$ cat config.mk
export PLATFORM = sky130hd
export DESIGN_NAME = stfe_update
export DESIGN_NICKNAME = d
export VERILOG_FILES = /design/src/sv/sparse_term_frequency_encoder_defines.svh /design/src/sv/stfe_pkg.sv /design/src/sv/stfe_update.sv
export SDC_FILE = /design/constraint.sdc
export NUM_CORES = 1
export LEC_CHECK = 0
export BUFFER_PORTS_ARGS = -buffer_cell sky130_fd_sc_hd__buf_2
export CORE_MARGIN = 4
export CORE_UTILIZATION = 44
export CTS_CLUSTER_SIZE = 8
export DETAILED_ROUTE_END_ITERATION = 12
export PLACE_DENSITY = 0.78
export SYNTH_ARGS = -nofsm -noshare
export SYNTH_HDL_FRONTEND = slang
export SYNTH_SLANG_ARGS = --single-unit
export TNS_END_PERCENT = 1
$ cat constraint.sdc
create_clock -name aclk -period 3.1 [get_ports aclk]
set_input_delay 0.465 -clock aclk [delete_from_list [all_inputs] [get_ports aclk]]
set_output_delay 0.465 -clock aclk [all_outputs]
set_load 0.01 [all_outputs]
$ cat src/sv/sparse_term_frequency_encoder_defines.svh
// assertion macros for the term frequency encoder
`ifndef SPARSE_TERM_FREQUENCY_ENCODER_DEFINES_SVH
`define SPARSE_TERM_FREQUENCY_ENCODER_DEFINES_SVH

// same-cycle implication, checked out of reset
`define STFE_ASSERT_NOW(label, clk, rstn, ante, cons, msg) \
    label: assert property (@(posedge clk) disable iff (!rstn) (ante) |-> (cons)) \
        else $error(msg);

// next-cycle implication, checked out of reset
`define STFE_ASSERT_NEXT(label, clk, rstn, ante, cons, msg) \
    label: assert property (@(posedge clk) disable iff (!rstn) (ante) |=> (cons)) \
        else $error(msg);

`endif

$ cat src/sv/stfe_pkg.sv
`default_nettype none
package stfe_pkg;

    localparam int TERM_W    = 12;  // term index field
    localparam int NUM_W     = 13;  // term number field
    localparam int OUT_CNT_W = 16;  // term count field
    localparam int DIST_W    = 7;   // distinct total field
    localparam int IDX_EXT_W = 17;  // wide enough for vocabulary sizes below 2**17
    localparam int CNT_EXT_W = 32;  // wide enough for count widths up to 32 bits

    localparam int S_TDATA_W = 16;
    localparam int M_TDATA_W = 40;
    localparam int M_TUSER_W = 2;

    // m_tuser bit positions
    localparam int TU_EMPTY = 0;
    localparam int TU_OVF   = 1;

    typedef enum logic [2:0] {
        ST_CLEAR,
        ST_RUN,
        ST_ISSUE,
        ST_LOOKUP,
        ST_EMIT,
        ST_EMPTY
    } state_t;

    // status of the update stage toward the sequencer
    typedef struct packed {
        logic busy;
        logic eod;
        logic cnt_we;
        logic list_we;
    } upd_stat_t;

endpackage
`default_nettype wire

$ cat src/sv/stfe_update.sv
`default_nettype none
module stfe_update
    import stfe_pkg::*;
#(
    parameter int MAX_DISTINCT = 64,
    parameter int COUNT_BITS   = 16,
    parameter int AW           = 12,
    parameter int LAW          = (MAX_DISTINCT > 1) ? $clog2(MAX_DISTINCT) : 1,
    parameter int LW           = $clog2(MAX_DISTINCT + 1)
) (
    input  wire logic                  aclk,
    input  wire logic                  aresetn,
    input  wire logic                  take,
    input  wire logic                  in_ok,
    input  wire logic                  in_eod,
    input  wire logic [AW-1:0]         in_addr,
    input  wire logic [TERM_W-1:0]     in_term,
    input  wire logic [COUNT_BITS-1:0] rdata,
    input  wire logic                  doc_done,
    output upd_stat_t                  stat,
    output logic      [AW-1:0]         wr_addr,
    output logic      [COUNT_BITS-1:0] wr_data,
    output logic      [LAW-1:0]        list_addr,
    output logic      [TERM_W-1:0]     list_data,
    output logic      [LW-1:0]         len,
    output logic                       overflow
);

    localparam logic [COUNT_BITS-1:0] CNT_MAX = {COUNT_BITS{1'b1}};
    localparam logic [LW-1:0]         LEN_MAX = LW'(MAX_DISTINCT);

    logic                  s1_valid_reg, s1_valid_next;
    logic                  s1_ok_reg;
    logic                  s1_eod_reg;
    logic [AW-1:0]         s1_addr_reg;
    logic [TERM_W-1:0]     s1_term_reg;
    logic                  fwd_hit_reg, fwd_hit_next;
    logic [COUNT_BITS-1:0] fwd_val_reg;
    logic [LW-1:0]         len_reg, len_next;
    logic                  ovf_reg, ovf_next;

    logic [COUNT_BITS-1:0] cur;
    logic                  act;
    logic                  cnt_we;
    logic                  list_we;

    // the count just written back is not yet visible in the memory read
    assign cur = fwd_hit_reg ? fwd_val_reg : rdata;
    assign act = s1_valid_reg && s1_ok_reg;

    always_comb begin
        cnt_we   = 1'b0;
        list_we  = 1'b0;
        wr_data  = cur + COUNT_BITS'(1);
        len_next = len_reg;
        ovf_next = ovf_reg;
        if (act) begin
            if (cur != '0) begin
                cnt_we = (cur != CNT_MAX);
            end else if (len_reg < LEN_MAX) begin
                cnt_we   = 1'b1;
                list_we  = 1'b1;
                wr_data  = COUNT_BITS'(1);
                len_next = len_reg + LW'(1);
            end else begin
                ovf_next = 1'b1;
            end
        end
        if (doc_done) begin
            len_next = '0;
            ovf_next = 1'b0;
        end
        s1_valid_next = take;
        fwd_hit_next  = cnt_we && (s1_addr_reg == in_addr);
    end

    always_ff @(posedge aclk) begin
        if (!aresetn) begin
            s1_valid_reg <= 1'b0;
            fwd_hit_reg  <= 1'b0;
            len_reg      <= '0;
            ovf_reg      <= 1'b0;
        end else begin
            s1_valid_reg <= s1_valid_next;
            fwd_hit_reg  <= fwd_hit_next;
            len_reg      <= len_next;
            ovf_reg      <= ovf_next;
        end
    end

    always_ff @(posedge aclk) begin
        if (take) begin
            s1_ok_reg   <= in_ok;
            s1_eod_reg  <= in_eod;
            s1_addr_reg <= in_addr;
            s1_term_reg <= in_term;
            fwd_val_reg <= wr_data;
        end
    end

    assign stat.busy    = s1_valid_reg;
    assign stat.eod     = s1_valid_reg && s1_eod_reg;
    assign stat.cnt_we  = cnt_we;
    assign stat.list_we = list_we;

    assign wr_addr   = s1_addr_reg;
    assign list_addr = len_reg[LAW-1:0];
    assign list_data = s1_term_reg;
    assign len       = len_reg;
    assign overflow  = ovf_reg;

endmodule
`default_nettype wire

* After elaboration in Yosys (flattened, before gate mapping) *
Cells that the tools add are included.

storage, ports and cells
  memories = 0
  input port bits = 46
  bits in registers = 52
  bits in latches = 0
  output and inout port bits = 58
  RAM bits = 0
  word-level logic and storage cells = 33
  memory bits (read-only) = 0

operators by class
  $add $sub $neg = 2
  multiply operators = 0
  shifts and indexed selects = 0
  magnitude comparators = 1
  reductions and logical operators = 7
  divide/modulo/power cells = 0
  bitwise operators = 3
  mux-type cells = 9
  equal/unequal tests = 2

operator list
  cell                     count
  $mux W16                 4
  $add A16 B1 Y16 const B  1
  $ne A16 B16 Y1 const B   1
  $reduce_bool A16 Y1      1
  $eq A12 B12 Y1           1
  $add A7 B1 Y7 const B    1
  $lt A7 B7 Y1 const B     1
  $reduce_and A3 Y1        2
  $mux W1                  5
  $logic_and A1 B1 Y1      3
  $not A1 Y1               3
  $reduce_or A2 Y1         1

* Depth between registers and ports, before layout *
Gate-level depths: netlist of the first run.

  depth after elaboration = 5
  depth in mapped cells = 13
  depth with buffers taken out = 8

* Least setup slack after synthesis of the first run *
Ideal clock, no wire load.

  path type = register to output
  start = register fwd_hit_reg
  end = output stat[1] (netlist bit)
  stages on the path, launching flop included = 14
  required time = 2.635 ns
  buffers on the path = 5
  arrival time = 2.542 ns
  setup slack = 0.093 ns
  cell sequence = dfxtp_1 > buf_2 > buf_2 > buf_2 > buf_2 > mux2i_1 > inv_1 > ha_1 > inv_1 > a211oi_1 > and2_1 > and3_1 > a211oi_1 > buf_4

on the way
  cells in the longest elaborated chain, start to end = 4
  elaborated cells between the ends (all ways) = 5
  classes of those cells = eq/ne (1); mux (3); reduce/logical (1)

ends and longest elaborated chain
  item                                                   line                                  RTL
  from (decl)                                            stfe_update.sv:37                     logic fwd_hit_reg, fwd_hit_next;
  from (signal assigned)                                 stfe_update.sv:85                     fwd_hit_reg <= fwd_hit_next;
  $mux W16 *                                             stfe_update.sv:48                     assign cur = fwd_hit_reg ? fwd_val_reg : rdata;
  $ne A16 B16 Y1 or $reduce_bool A16 Y1 (tied branches)  stfe_update.sv:59, stfe_update.sv:58
  $mux W1 *                                              stfe_update.sv:58                     if (cur != '0) begin
  $mux W1 *                                              stfe_update.sv:57                     if (act) begin
  to (decl)                                              stfe_update.sv:20                     output upd_stat_t stat,

Mark *: on every way between the ends. The rest lies on a longest branch, timed or not.

* Worst setup path after layout of the first run *
  start = register fwd_hit_reg
  end = output wr_data[0]

on the way
  cells in the longest elaborated chain, start to end = 5
  elaborated cells between the ends (all ways) = 6
  classes of those cells = add/sub (1); mux (4); reduce/logical (1)

ends and longest elaborated chain
  item             line               RTL
  $mux W16 *       stfe_update.sv:48
  $add A16 B1 Y16  stfe_update.sv:54  wr_data = cur + COUNT_BITS'(1);
  $mux W16         stfe_update.sv:60  end else if (len_reg < LEN_MAX) begin
  $mux W16         stfe_update.sv:58
  $mux W16 *       stfe_update.sv:57
  to (decl)        stfe_update.sv:22  output logic [COUNT_BITS-1:0] wr_data,

Marks and branches as above.

==> results.json, run 1 <==
{
  "clock-sinks": 52,
  "period_needed_ns": 2.96,
  "clock_path_buffers": 2,
  "yosysWarnings": 0,
  "register_area_um2": 1460,
  "synth_top_area_share_pct": 47.9,
  "ir_drop_mv": 0.234,
  "cp-end-kind": "output port",
  "cp_max_fo": 17,
  "post-cts-setup-buffers": 0,
  "n_fill_cell": 479,
  "hold_violations": 0,
  "synth_cells": 217,
  "required_ns": 2.63,
  "crit_slowest_cell": "nor4_2",
  "synth-seq-area-share_pct": 55.5,
  "p_leak_nw": 1.32,
  "viasPerCell": 5.26,
  "synth_edf_count": 42,
  "synthToLayoutAreaGrowth_pct": 24.3,
  "gp_routability_congestion": 0.830,
  "grt.total_usage_pct": 16.5,
  "grt-busiest-layer": "met2",
  "synth_area_leaders": "edfxtp_1 48%, dfxtp_1 7.6%, mux2i_1 6.5%, xor2_1 6.0%, xnor2_1 4.0%",
  "path_cells": "buf_4 -> or4b_1 -> o22a_1 -> nor4_2 -> or2_2 -> buf_2",
  "ant_nets": 0,
  "yosys.area.top_type": "edfxtp_1",
  "place_area_um2": 3190,
  "async_flop_share_pct": 0,
  "stdcell_area_um2": 3270,
  "overflow": 0,
  "holdBufCountCts": 0,
  "synth_area_um2": 2630,
  "critPathKind": "register to output port",
  "grt_max_degree": 44,
  "port_buffers": 103,
  "path_clk_slew_ns": 0.10,
  "synthesis.nets": 266,
  "avgSynthCellArea_um2": 12.1,
  "rsz0062_at_grt": "yes",
  "slew_headroom_pct": 35.1,
  "largest_register_ffs": 16,
  "hold_path_class": "input port to register",
  "core_area_um2": 5640,
  "antenna_found_initial": 0,
  "grt_pass1_vias": 2053,
  "cts_buffers": 5,
  "via_count": 2063,
  "drv_cap": 0,
  "yosys.cell_count.top_type": "edfxtp_1",
  "io_pins": 104,
  "nNetsFinal": 368,
  "dieArea_um2": 7280,
  "crit_arrival_ns": 2.50,
  "dp_hpwl_mm": 4.58,
  "start_util_pct": 46.6,
  "synth.distinct_cells": 40,
  "synth_common_cells": "42 x edfxtp_1, 18 x nand2_1, 18 x xor2_1",
  "synth-seq-cells": 52,
  "diodes": 0,
  "route.detailed.drc": 0,
  "final.period_utilization_pct": 95.5,
  "tightest_slew_ns": 0.973,
  "startpoint_type": "register",
  "power.total_mw": 1.39,
  "use_met1_pct": 21.2,
  "ys.flop_type": "edfxtp_1",
  "worstSkewPairLatency_ns": 0.31,
  "met2_usage_pct": 26.1,
  "cts-htree-levels": 2,
  "cts_tree": "done",
  "drive_above_1_share_pct": 37.5,
  "grt_pass1_wl_mm": 9.69,
  "slew_viol_final": 0,
  "multi_input_area_um2": 1060,
  "firstDrtPassIters": 4,
  "fmax_mhz": 338,
  "outcome": "finished clean",
  "fp-row-count": 27,
  "grt_use_met3_pct": 5.05,
  "skew_ns": 0.00783,
  "powerDensity_nw_per_um2": 424,
  "max_stage_delay_ns": 0.49,
  "die_height_um": 85.3,
  "finalWirelength_mm": 6.01,
  "cts_root_buffer": "clkbuf_8",
  "routedWlPerCell_um": 15.3,
  "die_w_um": 85.3,
  "drt_iter0_drc": 127,
  "finalSetupViolCount": 0
}
layout make-up:
class	count	area share, %
multi-input cells	148	32.5
clock buffers	6	2.22
clock inverters	2	0.344
inverters	3	0.344
well taps	72	2.75
flip-flops and latches	52	44.7
repair buffers	109	17.1
path summary, 6_finish.rpt:
| check | endpoint | slack, ns | from | cells after the start |
|---|---|---|---|---|
| min | list_data[9] | 0.32 | in_term[9] | 1 |
| max | wr_data[0] | 0.14 | fwd_hit_reg | 6 |
| max reg2reg | len[5] | 0.60 | fwd_hit_reg | 7 |
| min reg2reg | overflow | 0.48 | overflow | 2 |
power by group:
group	switching, mW	internal [mW]
registers	0.0252	0.803
logic	0.0979	0.0786
clock network	0.225	0.157
total	0.348	1.04
per-stage QoR:
step	TNS, ns	worst slack [ns]	util [%]	cells	hold WS [ns]
2_1_floorplan	0	0.0932	-	217	0.485
3_3_place_gp	0	0.496	56.5	384	0.452
3_5_place_dp	0	0.451	56.5	384	0.459
4_1_cts	0	0.0996	58.0	392	0.321
5_1_grt	-0.0692	-0.0382	58.0	392	0.315
6_report	0	0.138	58.0	392	0.324
cell families (layout without fill, tap and decap cells):
kind of cell	after synthesis	count (layout)	synth area share, %
compound gates	18	18	5.18
xor+xnor	30	30	9.99
mux	19	19	7.32
buf+inv	17	120	4.04
flops	52	52	55.5
fa+ha+maj	3	3	1.43
simple gates	78	78	16.5
placed cells by master (no fill, tap or decap), types with 2 or more instances in the layout:
master and n:
buf_2 103, edfxtp_1 42, nand2_1 18, xor2_1 18
mux2i_1 17, xnor2_1 12, dfxtp_1 10, nand3_1 9
nor2_1 8, nand4_1 7, buf_4 6, and2_1 5
clkbuf_8 5, nand3b_1 4, nor3_1 4, nor4_1 4
nand2b_1 4, inv_1 3, nor2b_1 3, nor3b_1 3
ha_1 3, mux2_2 2, a211oi_1 2, nand4b_1 2
a22oi_1 2, o21ai_0 2, and3_1 2, a21oi_1 2
o211ai_1 2, a41oi_1 2
per-layer routing:
metal / vias up / wire length [um]
met5: - / 0
met3: 13 / 616
met1: 950 / 2540
met2: 100 / 2730
li1: 1000 / -
met4: 0 / 114
worst max-delay path, delay by kind of cell (launching register included):
kind | cells | cell delay (ns)
AO/OA/AOI/OAI | 1 | 0.23
buffers and inverters | 2 | 0.38
flip-flops | 1 | 0.42
AND/OR/NAND/NOR | 3 | 1.15
timing repair:
item	4_1_cts	5_1_grt
endpoints found under the hold margin	0	0
resized for setup	0	0
setup endpoints to repair	0	3
Note: power is estimated with default switching activity, not from simulation.
==> run 2: changes to the inputs <==
--- a/config.mk
+++ b/config.mk
@@ -5,12 +5,12 @@
 export SDC_FILE = /design/constraint.sdc
 export NUM_CORES = 1
 export LEC_CHECK = 0
-export BUFFER_PORTS_ARGS = -buffer_cell sky130_fd_sc_hd__buf_2
 export CORE_MARGIN = 4
-export CORE_UTILIZATION = 44
+export CORE_UTILIZATION = 45
 export CTS_CLUSTER_SIZE = 8
 export DETAILED_ROUTE_END_ITERATION = 12
-export PLACE_DENSITY = 0.78
+export DONT_BUFFER_PORTS = 1
+export PLACE_DENSITY = 0.64
 export SYNTH_ARGS = -nofsm -noshare
 export SYNTH_HDL_FRONTEND = slang
 export SYNTH_SLANG_ARGS = --single-unit
==> run 2 against run 1 <==
  * First-iteration DRC count down 27%
  * Non-clock buffer count down 99
  * Worst hold slack worse by 0.074 ns
  * Final cell count down 25%
  * Combinational power down 54%
  * Sequential power up 2%
  * Sequential share of layout area up 7.7 points
  * Setup slack better by 0.14 ns
  * Critical endpoint is now stat[1]
==> results.json, run 2 (synthesis results as in run 1) <==
{
  "largest_register_ffs": 16,
  "ir_drop_mv": 0.232,
  "met2_usage_pct": 26.0,
  "n_fill_cell": 513,
  "cp_max_fo": 9,
  "fp-row-count": 27,
  "via_count": 1618,
  "worstSkewPairLatency_ns": 0.30,
  "final.period_utilization_pct": 91.1,
  "startpoint_type": "register",
  "antenna_found_initial": 0,
  "use_met1_pct": 18.6,
  "cts_root_buffer": "clkbuf_8",
  "grt-busiest-layer": "met2",
  "mostFrequentLayoutCells": "42 x edfxtp_1, 18 x nand2_1, 18 x xor2_1",
  "slew_viol_final": 0,
  "cts-htree-levels": 2,
  "tightest_slew_ns": 0.496,
  "grt_use_met3_pct": 7.26,
  "final_common_cell": "edfxtp_1",
  "crit_arrival_ns": 2.36,
  "clock-sinks": 52,
  "hold_violations": 0,
  "fmax_mhz": 354,
  "drt_iter0_drc": 93,
  "drive_above_1_share_pct": 10.4,
  "ant_nets": 0,
  "skew_ns": 0.00348,
  "critPathKind": "register to output port",
  "outcome": "finished clean",
  "dp_hpwl_mm": 4.20,
  "finalWirelength_mm": 5.45,
  "io_pins": 104,
  "core_area_um2": 5570,
  "grt_pass1_wl_mm": 9.00,
  "finalSetupViolCount": 0,
  "viasPerCell": 5.52,
  "path_clk_slew_ns": 0.09,
  "die_w_um": 84.5,
  "fin_util_pct": 50.1,
  "firstDrtPassIters": 4,
  "grt_max_degree": 44,
  "port_buffers": 0,
  "period_needed_ns": 2.82,
  "overflow": 0,
  "p_leak_nw": 0.909,
  "die_height_um": 84.5,
  "required_ns": 2.63,
  "synthToLayoutAreaGrowth_pct": 6.13,
  "cts_buffers": 5,
  "rsz0062_at_grt": "no",
  "post-cts-setup-buffers": 0,
  "drv_cap": 0,
  "nNetsFinal": 269,
  "gp_routability_congestion": 0.771,
  "routedWlPerCell_um": 18.6,
  "cp-end-kind": "output port",
  "hold_path_class": "input port to register",
  "start_util_pct": 47.2,
  "grt.total_usage_pct": 15.8,
  "slew_headroom_pct": 66.7,
  "clock_path_buffers": 2,
  "diodes": 0,
  "route.detailed.drc": 0,
  "tns_ns": 0,
  "dieArea_um2": 7130,
  "grt_pass1_vias": 1699,
  "cts_tree": "done",
  "powerDensity_nw_per_um2": 469
}
==> run 2: per-stage QoR <==
stage          hold slack, ns  std cells  area [um^2]  power [mW]  worst slack [ns]
6_report                0.250        293         2790        1.31             0.277
5_1_grt                 0.220        293         2790        1.38            0.0683
4_1_cts                 0.237        293         2790        1.33            0.0789
3_5_place_dp            0.564        285         2700       0.946             0.455
3_3_place_gp            0.564        285         2700       0.945             0.521
2_1_floorplan           0.485        217         2630       0.919            0.0932
==> run 2: layer usage <==
| metal | vias up | wire (um) |
|---|---|---|
| met4 | 0 | 59 |
| met2 | 55 | 2680 |
| met1 | 756 | 2150 |
| met5 | - | 0 |
| li1 | 801 | - |
| met3 | 6 | 560 |
==> run 2: what timing repair did <==
action	in CTS	in global routing
hold buffers	0	0
resized for setup	0	2
endpoints found under the setup margin	0	5
==> run 2: area by class of cell <==
class                      instances  area, um^2  share of cell area (%)
tap                               72        90.1                    3.23
inverter                           3        11.3                   0.403
clock buffer                       6        72.6                    2.60
sequential                        52        1460                    52.4
clock inverter                     2        13.8                   0.493
timing repair buffer              10        78.8                    2.82
multi-input combinational        148        1060                    38.1
==> run 2: report_power, final <==
group	switching (mW)	leakage, nW	internal, mW	total (mW)
Clock	0.223	0.0417	0.161	0.384
Sequential	0.0418	0.492	0.804	0.846
Combinational	0.0438	0.375	0.0376	0.0814
==> run 2: worst max-delay path, cell delays in order, from the launching register on <==
cell and delay, ns:
dfxtp_2 0.44, mux2_2 0.37, ha_1 0.18, inv_1 0.10, a211oi_1 0.06, buf_4 0.15, and2_1 0.18, and3_1 0.19
a211oi_1 0.23, buf_4 0.17
==> run 2: worst paths after layout <==
| path | start | end | slack [ns] | depth (start not counted) |
|---|---|---|---|---|
| hold / removal | in_term[9] | list_data[9] | 0.25 | 0 |
| setup / recovery | fwd_hit_reg | stat[1] | 0.28 | 9 |
| setup reg to reg | fwd_hit_reg | fwd_val_reg[14] | 0.84 | 8 |
| hold reg to reg | overflow | overflow | 0.58 | 2 |
